## src/sv/dfm_pkg.sv

```systemverilog
package dfm_pkg;

    // Window and pattern geometry
    localparam int WINDOW_DEPTH = 34;
    localparam int BOUNDARY_LEN = 34;
    localparam int CTYPE_LEN    = 26;
    localparam int HDR_END_LEN  = 4;

    // Offsets of each pattern inside the window (oldest cell is index 0)
    localparam int BND_OFS   = WINDOW_DEPTH - BOUNDARY_LEN;
    localparam int CTYPE_OFS = WINDOW_DEPTH - CTYPE_LEN;
    localparam int HDR_OFS   = WINDOW_DEPTH - HDR_END_LEN;

    localparam int HELD_W = $clog2(BOUNDARY_LEN + 1);

    // Result queue geometry
    localparam int FIFO_DEPTH = 4;
    localparam int FIFO_PTR_W = $clog2(FIFO_DEPTH);
    localparam int FIFO_CNT_W = $clog2(FIFO_DEPTH + 1);

    localparam logic [7:0] SOI_HI = 8'hFF;
    localparam logic [7:0] SOI_LO = 8'hD8;

    localparam logic [7:0] BND_PAT [BOUNDARY_LEN] = '{
        8'h2D, 8'h2D, 8'h31, 8'h32, 8'h33, 8'h34, 8'h35, 8'h36, 8'h37, 8'h38,
        8'h39, 8'h30, 8'h30, 8'h30, 8'h30, 8'h30, 8'h30, 8'h30, 8'h30, 8'h30,
        8'h30, 8'h30, 8'h30, 8'h39, 8'h38, 8'h37, 8'h36, 8'h35, 8'h34, 8'h33,
        8'h32, 8'h31, 8'h0D, 8'h0A
    };

    // "Content-Type: image/jpeg\r\n"
    localparam logic [7:0] CTYPE_PAT [CTYPE_LEN] = '{
        8'h43, 8'h6F, 8'h6E, 8'h74, 8'h65, 8'h6E, 8'h74, 8'h2D, 8'h54, 8'h79,
        8'h70, 8'h65, 8'h3A, 8'h20, 8'h69, 8'h6D, 8'h61, 8'h67, 8'h65, 8'h2F,
        8'h6A, 8'h70, 8'h65, 8'h67, 8'h0D, 8'h0A
    };

    localparam logic [7:0] HDR_PAT [HDR_END_LEN] = '{8'h0D, 8'h0A, 8'h0D, 8'h0A};

    typedef enum logic {
        KIND_PAYLOAD = 1'b0,
        KIND_END     = 1'b1
    } kind_t;

    typedef enum logic [1:0] {
        ST_OK       = 2'd0,
        ST_NOT_JPEG = 2'd1,
        ST_SHORT    = 2'd2,
        ST_HDR_ERR  = 2'd3
    } status_t;

    // Per-cell pattern characters; care bits mark cells inside the pattern
    typedef struct packed {
        logic [7:0] bnd_char;
        logic       bnd_care;
        logic [7:0] ctype_char;
        logic       ctype_care;
        logic [7:0] hdr_char;
        logic       hdr_care;
    } cell_pat_t;

    typedef struct packed {
        logic bnd;
        logic ctype;
        logic hdr;
    } cell_hit_t;

    typedef struct packed {
        kind_t      kind;
        logic [7:0] data;
        logic       first;
        status_t    status;
    } res_t;

    typedef struct packed {
        logic [1:0] cnt;
        res_t       res_a;
        res_t       res_b;
    } fifo_push_t;

    typedef struct packed {
        logic valid;
        logic room;
        res_t head;
    } fifo_stat_t;

endpackage

```

## src/sv/dfm_cell.sv

```systemverilog
module dfm_cell
(
    input  logic              clk,
    input  logic              rst_n,
    input  logic              shift,
    input  logic              clr,
    input  logic [7:0]        d_in,
    input  dfm_pkg::cell_pat_t pat,
    output logic [7:0]        q,
    output dfm_pkg::cell_hit_t hit
);
    import dfm_pkg::*;

    logic [7:0] byte_reg;
    logic [7:0] byte_next;

    // Take the neighbor's byte on a shift, zero on a drop
    always_comb
    begin
        byte_next = byte_reg;
        if (clr)
        begin
            byte_next = 8'h00;
        end
        else if (shift)
        begin
            byte_next = d_in;
        end
    end

    always_ff @(posedge clk or negedge rst_n)
    begin
        if (!rst_n)
        begin
            byte_reg <= 8'h00;
        end
        else
        begin
            byte_reg <= byte_next;
        end
    end

    // Compare the incoming byte against this position's pattern chars
    assign hit.bnd   = !pat.bnd_care   || (d_in == pat.bnd_char);
    assign hit.ctype = !pat.ctype_care || (d_in == pat.ctype_char);
    assign hit.hdr   = !pat.hdr_care   || (d_in == pat.hdr_char);

    assign q = byte_reg;

endmodule

```

## src/sv/dfm_fifo.sv

```systemverilog
module dfm_fifo
(
    input  logic               clk,
    input  logic               rst_n,
    input  dfm_pkg::fifo_push_t push,
    input  logic               pop,
    output dfm_pkg::fifo_stat_t stat
);
    import dfm_pkg::*;

    res_t                  mem_reg [FIFO_DEPTH];
    logic [FIFO_PTR_W-1:0] rd_ptr_reg;
    logic [FIFO_PTR_W-1:0] rd_ptr_next;
    logic [FIFO_PTR_W-1:0] wr_ptr_reg;
    logic [FIFO_PTR_W-1:0] wr_ptr_next;
    logic [FIFO_PTR_W-1:0] wr_ptr_b;
    logic [FIFO_CNT_W-1:0] cnt_reg;
    logic [FIFO_CNT_W-1:0] cnt_next;
    logic                  do_pop;

    assign do_pop   = pop && (cnt_reg != '0);
    assign wr_ptr_b = wr_ptr_reg + FIFO_PTR_W'(1);

    // Advance pointers and occupancy
    always_comb
    begin
        rd_ptr_next = rd_ptr_reg + FIFO_PTR_W'(do_pop);
        wr_ptr_next = wr_ptr_reg + FIFO_PTR_W'(push.cnt);
        cnt_next    = cnt_reg + FIFO_CNT_W'(push.cnt) - FIFO_CNT_W'(do_pop);
    end

    always_ff @(posedge clk or negedge rst_n)
    begin
        if (!rst_n)
        begin
            rd_ptr_reg <= '0;
            wr_ptr_reg <= '0;
            cnt_reg    <= '0;
        end
        else
        begin
            rd_ptr_reg <= rd_ptr_next;
            wr_ptr_reg <= wr_ptr_next;
            cnt_reg    <= cnt_next;
        end
    end

    // Store up to two results per cycle
    always_ff @(posedge clk)
    begin
        if (push.cnt != 2'd0)
        begin
            mem_reg[wr_ptr_reg] <= push.res_a;
        end
        if (push.cnt == 2'd2)
        begin
            mem_reg[wr_ptr_b] <= push.res_b;
        end
    end

    assign stat.valid = (cnt_reg != '0);
    assign stat.room  = (cnt_reg <= FIFO_CNT_W'(FIFO_DEPTH - 2));
    assign stat.head  = mem_reg[rd_ptr_reg];

`ifndef SYNTH
    a_cnt_bound: assert property (@(posedge clk) disable iff (!rst_n)
        cnt_reg <= FIFO_CNT_W'(FIFO_DEPTH))
        else $error("result queue over capacity");

    a_push_room: assert property (@(posedge clk) disable iff (!rst_n)
        (push.cnt != 2'd0) |-> (cnt_reg <= FIFO_CNT_W'(FIFO_DEPTH - 2)))
        else $error("push into result queue without room");

    a_cnt_track: assert property (@(posedge clk) disable iff (!rst_n)
        (push.cnt == 2'd0 && !do_pop) |=> $stable(cnt_reg))
        else $error("queue occupancy moved without push or pop");
`endif

endmodule

```

## src/sv/mjpeg_multipart_deframer.sv

```systemverilog
// Multipart MJPEG stream deframer.
// Input channel: one byte of the HTTP response body per request
// (stream_byte, in_valid, in_stall). Output channel: one result per
// request (item_kind, payload_byte, first_of_frame, frame_status,
// out_valid, out_stall). A result is either a payload byte or a frame end
// carrying the frame status.
// Payload bytes travel through a 34-cell shift chain and leave it 34
// accepted bytes later, so the part boundary is never emitted. Results
// are registered in the result queue before they reach the output.
// Throughput is one input byte per cycle while in_stall is low; the
// chain compares all pattern positions in parallel each cycle. A byte
// can cause two results (last payload byte plus frame end); a four-entry
// result queue absorbs this and in_stall rises while fewer than two queue
// entries are free. When the receiver stalls, the queue fills and in_stall
// follows. Reset clears the chain to zero, empties the queue and puts the
// parser in the seeking state; no clearing pass is needed.
module mjpeg_multipart_deframer
(
    input  logic       clk,
    input  logic       rst_n,
    input  logic       in_valid,
    output logic       in_stall,
    input  logic [7:0] stream_byte,
    output logic       out_valid,
    input  logic       out_stall,
    output logic       item_kind,
    output logic [7:0] payload_byte,
    output logic       first_of_frame,
    output logic [1:0] frame_status
);
    import dfm_pkg::*;

    typedef enum logic [2:0] {
        MODE_SEEK = 3'b001,
        MODE_HDR  = 3'b010,
        MODE_PAY  = 3'b100
    } mode_t;

    mode_t             mode_reg;
    mode_t             mode_next;
    logic [HELD_W-1:0] held_reg;
    logic [HELD_W-1:0] held_next;
    logic [1:0]        seen_reg;
    logic [1:0]        seen_next;
    logic              soi_reg;
    logic              soi_next;

    logic              accept;
    logic              clr;
    logic              emit;
    logic [7:0]        leaving;
    logic              bnd_hit;
    logic              ctype_hit;
    logic              hdr_hit;
    res_t              pay_res;
    res_t              end_res;
    logic              end_valid;
    fifo_push_t        push;
    fifo_stat_t        fstat;

    logic [7:0]        chain_d [WINDOW_DEPTH];
    logic [7:0]        chain_q [WINDOW_DEPTH];
    cell_hit_t         hits    [WINDOW_DEPTH];
    logic [WINDOW_DEPTH-1:0] bnd_vec;
    logic [WINDOW_DEPTH-1:0] ctype_vec;
    logic [WINDOW_DEPTH-1:0] hdr_vec;

    assign accept = in_valid && !in_stall;
    assign in_stall = !fstat.room;

    // Build the shift chain, newest byte enters the top cell
    for (genvar k = 0; k < WINDOW_DEPTH; k++)
    begin : g_cell
        cell_pat_t pat;

        if (k == WINDOW_DEPTH - 1)
        begin : g_top
            assign chain_d[k] = stream_byte;
        end
        else
        begin : g_mid
            assign chain_d[k] = chain_q[k + 1];
        end

        if (k >= BND_OFS)
        begin : g_bnd
            assign pat.bnd_char = BND_PAT[k - BND_OFS];
            assign pat.bnd_care = 1'b1;
        end
        else
        begin : g_nobnd
            assign pat.bnd_char = 8'h00;
            assign pat.bnd_care = 1'b0;
        end

        if (k >= CTYPE_OFS)
        begin : g_ct
            assign pat.ctype_char = CTYPE_PAT[k - CTYPE_OFS];
            assign pat.ctype_care = 1'b1;
        end
        else
        begin : g_noct
            assign pat.ctype_char = 8'h00;
            assign pat.ctype_care = 1'b0;
        end

        if (k >= HDR_OFS)
        begin : g_hdr
            assign pat.hdr_char = HDR_PAT[k - HDR_OFS];
            assign pat.hdr_care = 1'b1;
        end
        else
        begin : g_nohdr
            assign pat.hdr_char = 8'h00;
            assign pat.hdr_care = 1'b0;
        end

        dfm_cell u_cell
        (
            .clk   (clk),
            .rst_n (rst_n),
            .shift (accept),
            .clr   (clr),
            .d_in  (chain_d[k]),
            .pat   (pat),
            .q     (chain_q[k]),
            .hit   (hits[k])
        );

        assign bnd_vec[k]   = hits[k].bnd;
        assign ctype_vec[k] = hits[k].ctype;
        assign hdr_vec[k]   = hits[k].hdr;
    end

    assign bnd_hit   = &bnd_vec;
    assign ctype_hit = &ctype_vec;
    assign hdr_hit   = &hdr_vec;
    assign leaving   = chain_q[BND_OFS];

    assign emit = (mode_reg == MODE_PAY) && (held_reg >= HELD_W'(BOUNDARY_LEN));

    // Parser control and start-of-image tracking
    always_comb
    begin
        mode_next = mode_reg;
        held_next = held_reg;
        seen_next = seen_reg;
        soi_next  = soi_reg;
        clr       = 1'b0;
        end_valid = 1'b0;
        end_res   = '{kind: KIND_END, data: 8'h00, first: 1'b0, status: ST_OK};

        if (mode_reg == MODE_PAY)
        begin
            held_next = emit ? HELD_W'(BOUNDARY_LEN) : held_reg + HELD_W'(1);
        end

        if (emit)
        begin
            if (seen_reg == 2'd0)
            begin
                soi_next = (leaving == SOI_HI);
            end
            else if (seen_reg == 2'd1)
            begin
                soi_next = soi_reg && (leaving == SOI_LO);
            end
            if (seen_reg < 2'd2)
            begin
                seen_next = seen_reg + 2'd1;
            end
        end

        priority if (bnd_hit)
        begin
            // Boundary: close the frame in payload mode or flag the header in header mode, then drop all
            if (mode_reg == MODE_PAY)
            begin
                end_valid = 1'b1;
                if (seen_next < 2'd2)
                begin
                    end_res.status = ST_SHORT;
                end
                else
                begin
                    end_res.status = soi_next ? ST_OK : ST_NOT_JPEG;
                end
            end
            else if (mode_reg == MODE_HDR)
            begin
                end_valid      = 1'b1;
                end_res.status = ST_HDR_ERR;
            end
            clr       = accept;
            held_next = '0;
            mode_next = MODE_SEEK;
        end
        else if (mode_reg == MODE_HDR)
        begin
            if (hdr_hit)
            begin
                mode_next = MODE_PAY;
                held_next = '0;
                seen_next = 2'd0;
                soi_next  = 1'b0;
            end
        end
        else if (mode_reg != MODE_PAY)
        begin
            mode_next = ctype_hit ? MODE_HDR : MODE_SEEK;
        end
        else
        begin
            mode_next = MODE_PAY;
        end
    end

    always_ff @(posedge clk or negedge rst_n)
    begin
        if (!rst_n)
        begin
            mode_reg <= MODE_SEEK;
            held_reg <= '0;
            seen_reg <= 2'd0;
            soi_reg  <= 1'b0;
        end
        else if (accept)
        begin
            mode_reg <= mode_next;
            held_reg <= held_next;
            seen_reg <= seen_next;
            soi_reg  <= soi_next;
        end
    end

    // Order results: payload byte first, then frame end
    always_comb
    begin
        pay_res = '{kind: KIND_PAYLOAD, data: leaving, first: (seen_reg == 2'd0),
                    status: ST_OK};
        push.res_b = end_res;
        if (!accept)
        begin
            push.cnt   = 2'd0;
            push.res_a = pay_res;
        end
        else
        begin
            unique case ({emit, end_valid})
                2'b11:
                begin
                    push.cnt   = 2'd2;
                    push.res_a = pay_res;
                end
                2'b10:
                begin
                    push.cnt   = 2'd1;
                    push.res_a = pay_res;
                end
                2'b01:
                begin
                    push.cnt   = 2'd1;
                    push.res_a = end_res;
                end
                default:
                begin
                    push.cnt   = 2'd0;
                    push.res_a = pay_res;
                end
            endcase
        end
    end

    dfm_fifo u_fifo
    (
        .clk   (clk),
        .rst_n (rst_n),
        .push  (push),
        .pop   (!out_stall),
        .stat  (fstat)
    );

    assign out_valid      = fstat.valid;
    assign item_kind      = fstat.head.kind;
    assign payload_byte   = fstat.head.data;
    assign first_of_frame = fstat.head.first;
    assign frame_status   = fstat.head.status;

`ifndef SYNTH
    a_held_bound: assert property (@(posedge clk) disable iff (!rst_n)
        held_reg <= HELD_W'(BOUNDARY_LEN))
        else $error("held count beyond window");

    a_emit_mode: assert property (@(posedge clk) disable iff (!rst_n)
        (push.cnt != 2'd0 && push.res_a.kind == KIND_PAYLOAD) |-> (mode_reg == MODE_PAY))
        else $error("payload byte released outside payload mode");

    a_end_drop: assert property (@(posedge clk) disable iff (!rst_n)
        (accept && end_valid) |=> (mode_reg == MODE_SEEK && held_reg == '0))
        else $error("frame end did not return parser to seeking");
`endif

endmodule
```

## config.mk

```make
export PLATFORM = sky130hd
export DESIGN_NAME = mjpeg_multipart_deframer
export DESIGN_NICKNAME = d
export VERILOG_FILES = /design/src/sv/dfm_pkg.sv /design/src/sv/dfm_cell.sv /design/src/sv/dfm_fifo.sv /design/src/sv/mjpeg_multipart_deframer.sv
export SDC_FILE = /design/constraint.sdc
export NUM_CORES = 1
export LEC_CHECK = 0
export BUFFER_PORTS_ARGS = -buffer_cell sky130_fd_sc_hd__buf_2
export CAP_MARGIN = 25
export CORE_UTILIZATION = 53
export DETAILED_ROUTE_END_ITERATION = 7
export GPL_TIMING_DRIVEN = 0
export PLACE_DENSITY_LB_ADDON = 0.2
export SLEW_MARGIN = 15
export SYNTH_ARGS = -nofsm -noshare
export SYNTH_HDL_FRONTEND = slang
export SYNTH_SLANG_ARGS = --single-unit
export TNS_END_PERCENT = 30
```

## constraint.sdc

```tcl
create_clock -name clk -period 9.3 [get_ports clk]
set_input_delay 1.86 -clock clk [delete_from_list [all_inputs] [get_ports clk]]
set_output_delay 1.86 -clock clk [all_outputs]
set_load 0.03 [all_outputs]
```

==> qor.log <==
[outcome] run status complete, no violations
[logic_synthesis] number of standard cells after synthesis 1,738
[power_and_ir_drop] Switch Pwr 1.57 mW
[clock_tree] clock latency at the later pin of the worst-skew pair 0.53 ns
[logic_synthesis] library cell occupying the most area in the post-synthesis netlist sky130_fd_sc_hd__dfrtp_1
[timing] final cycle utilization of the critical path 55.8%
[timing] count of endpoints failing setup in the final report 0
[logic_synthesis] count of different cell masters after synthesis 55
[timing] max-slew headroom at the worst pin 37.6%
[power_and_ir_drop] Logic pwr share 19.4%
[placed_design] placed cell areas 16,000 µm²
[power_and_ir_drop] total power draw 4.43 mW
[final_layout] number of flip-flops in the largest register 272
[power_and_ir_drop] Clk pwr share 34.9%
[timing] worst hold margin 0.455 ns
[setup_path] startpoint kind of the worst setup timing path input pin
[global_routing] GRT Residual Overflow 0
[drt] number of detailed-route iterations in the first pass 6
[logic_synthesis] Yosys warnings 0
[drt] detail-routed via count per cell 6.15
[power_and_ir_drop] share of total power consumed by net switching 35.4%
[logic_synthesis] post-synth net total 1,765
[final_layout] Final Cell Area 17,300 µm²
[setup_path] type of the worst setup path input pin to flop
[setup_path] Crit-path slowest cell sky130_fd_sc_hd__or4_1
[setup_path] data required time of the critical path 9.68 ns
[final_layout] fraction of layout instances using a drive strength above 1 6.44%
[timing] Total Negative Setup Slacks 0 ns
[clock_tree] htree depth 2
[logic_synthesis] most used flip-flop cell after synthesis sky130_fd_sc_hd__dfrtp_1
[clock_tree] clock sink total 339
[setup_path] Register-to-Register Path Depth 14
[placed_design] worst slack, placed 3.62 ns
[power_and_ir_drop] Reg power frac 45.7%
[clock_tree] clock buffers created by TritonCTS 37
[setup_path] cells along the critical path buf_2, nor4b_1, nand4_1, nor3_1, nand4_1, or3_1, buf_6, nor2_1, inv_1, ha_1, or4_1, clkbuf_1, clkbuf_1, nand3_1, a21oi_1
[logic_synthesis] Mapped Area 15,300 µm²
[hold_path] Min-Delay Path Class flop to flop
[die] floorplan row count 61
[final_layout] net count of the finished layout 1,832
[final_layout] leading cell type in the layout, fill and taps excluded sky130_fd_sc_hd__nand2_1
[logic_synthesis] post-synth top area share 47.4%
[timing] post-layout min period 5.19 ns
[die] Placeable Area 28,100 µm²
[global_routing] global-route wire length before repair 76,900 µm
[drt] routed length per instance 23.0 µm
[setup_path] sort of element at the end of the critical path flop
[final_layout] final standard cell utilization of the core 61.5%
[power_and_ir_drop] worst-case vdd ir drop 0.000142 V
[setup_path] Max Fanout on Critical Path 10
[logic_synthesis] async set-reset flop share out of synthesis 85.8%
[final_layout] ANT cells 0
[final_layout] area added between synthesis and finish 12.8%
[logic_synthesis] portion of the post-synthesis area used by sequential elements 54.3%
[clock_tree] clk buf depth 3
[run] maxcap violations 0
[drt] total routed wirelength 50,900 µm
[clock_tree] Worst-path clk slew 0.06 ns
[logic_synthesis] flip-flop and latch count after synthesis 339
[timing] worst clock skew 0.0204 ns
[power_and_ir_drop] power density over the cells 256 nW/µm²
[die] I/O Pins 26
[clock_tree] post_cts resized 0
[setup_path] endpoint of the worst register-to-register path u_fifo.mem_reg[2][9]
[global_routing] All-Layer GR Usage 35.4%
[drt] via count 13.6k
[clock_tree] CTS Root Buffer Type sky130_fd_sc_hd__clkbuf_16
[placed_design] port buffer count 25
[die] height of the die 172 µm
[final_layout] filler-free cell count of the finished design 2,209
[placed_design] placed wire-length estimate 36,200 µm
[drt] violation count after the first detailed-routing iteration 1,688
[setup_path] largest incremental delay on the critical path 0.57 ns
[setup_path] last element of the critical path u_fifo.mem_reg[2][9]
[drt] total DRC errors in the routed layout 0
[timing] number of pins with negative max-slew slack in the final report 0
[clock_tree] quantity of hold-fixing buffers added after cts 0
[timing] slew at the pin with the worst max-slew slack 0.932 ns
[setup_path] Arrival @ worst endpoint 5.57 ns
[power_and_ir_drop] Internal Dissipation 2.86 mW
[clock_tree] clock tree from TritonCTS done
[die] overall die area 29,600 µm²
[power_and_ir_drop] Leakage Power 7.85 nW
[global_routing] antenna violations before repair 0
[die] horizontal extent of the die 172 µm
[final_layout] most frequent cells in the layout 771 x sky130_fd_sc_hd__nand2_1, 290 x sky130_fd_sc_hd__dfrtp_1, 107 x sky130_fd_sc_hd__o21ai_0, 84 x sky130_fd_sc_hd__clkbuf_1, 50 x sky130_fd_sc_hd__nor4b_1
[logic_synthesis] leading cell types by total area after synthesis sky130_fd_sc_hd__dfrtp_1 47%, sky130_fd_sc_hd__nand2_1 19%, sky130_fd_sc_hd__dfxtp_1 5.2%
[logic_synthesis] count of flip-flops with a built-in enable after synthesis 8
[logic_synthesis] syn avg cell area 8.81 µm²
[setup_path] kind of cell adding the most delay to the critical path simple AND/OR/NAND/NOR gates
[timing] setup repair after global routing missed its margin no
[setup_path] buffers and inverters on the worst path 5
[global_routing] vias in the first global route 12.7k
[timing] upper clock frequency limit 0.193 GHz
[setup_path] timing startpoint of the critical path stream_byte[5]
[setup_path] flop2flop setup slack 4.81 ns
[die] effective utilization at floorplan 54.5%
[placed_design] Routability Congestion 1.01
[timing] count of final hold-check violations 0
[setup_path] number of cells on the critical path 15
[clock_tree] number of setup buffers added after CTS 0
[drt] number of antenna-violating nets in the routed design 0
[setup_path] start of the worst register-to-register path g_cell[13].u_cell.q[7]
[timing] final worst-path setup slack 4.11 ns
[global_routing] maximum number of pins on one net before global-route repair 85
[placed_design] number of cells in the design after placement 2,144
kinds of logic after synthesis:
logic type,Yosys count,synth area share [%]
xor+xnor,5,0.286
mux,12,1.76
simple gates,1082,33.3
fa+ha+maj,15,1.27
buf+inv,106,2.70
compound gates,179,6.36
flops,339,54.3
layout make-up:
type | count | area (µm²)
Clock inverter | 16 | 186
Timing Repair Buffer | 28 | 218
Multi-Input combinational cell | 1293 | 6590
Tap cell | 378 | 473
Fill cell | 2560 | 10800
Buffer | 93 | 364
Clock buffer | 49 | 1080
Inverter | 13 | 48.8
Sequential cell | 339 | 8320
how the worst min path moves through the flow:
stage,startpoint,end,cells past startpoint
final,u_fifo.mem_reg[2][7],u_fifo.mem_reg[2][7],2
after global routing,u_fifo.mem_reg[0][5],u_fifo.mem_reg[0][5],2
after CTS,u_fifo.mem_reg[2][7],u_fifo.mem_reg[2][7],2
after detailed placement,u_fifo.mem_reg[2][7],u_fifo.mem_reg[2][7],2
after global placement,u_fifo.mem_reg[3][9],u_fifo.mem_reg[3][9],2
after floorplan,u_fifo.mem_reg[2][11],u_fifo.mem_reg[2][11],1
cells in the mapped netlist (16+ instances only):
cell type / instances
sky130_fd_sc_hd__a21oi_1: 43
sky130_fd_sc_hd__clkbuf_1: 80
sky130_fd_sc_hd__dfrtp_1: 290
sky130_fd_sc_hd__dfxtp_1: 40
sky130_fd_sc_hd__nand2_1: 771
sky130_fd_sc_hd__nand3_1: 40
sky130_fd_sc_hd__nand4_1: 42
sky130_fd_sc_hd__nor2_1: 30
sky130_fd_sc_hd__nor3_1: 16
sky130_fd_sc_hd__nor4_1: 23
sky130_fd_sc_hd__nor4b_1: 50
sky130_fd_sc_hd__nor4bb_1: 35
sky130_fd_sc_hd__o21ai_0: 107
per-layer routing:
layer / share of wire (%) / vias up / global-route usage [%]
met1: 41 / 6706 / 49.9
met3: 11 / 109 / 7.46
met4: 3.2 / 0 / 10.3
li1: - / 6026 / -
met2: 45 / 750 / 55.0
met5: 0 / - / 0
tightest hold or removal path, cell delays in order (launching register included):
cell and delay [ns]:
sky130_fd_sc_hd__dfxtp_1 0.31, sky130_fd_sc_hd__nand2_1 0.05, sky130_fd_sc_hd__a21oi_1 0.05
power by group through the flow:
stage	sequential [mW]	clock (mW)	combinational [mW]
CTS	2.00	1.55	0.846
floorplan	1.88	0	0.542
detailed placement	2.03	0	0.840
global placement	2.02	0	0.815
global route	2.04	1.62	0.929
finish	2.03	1.55	0.860
No activity file was read; power rests on OpenSTA's default activity.
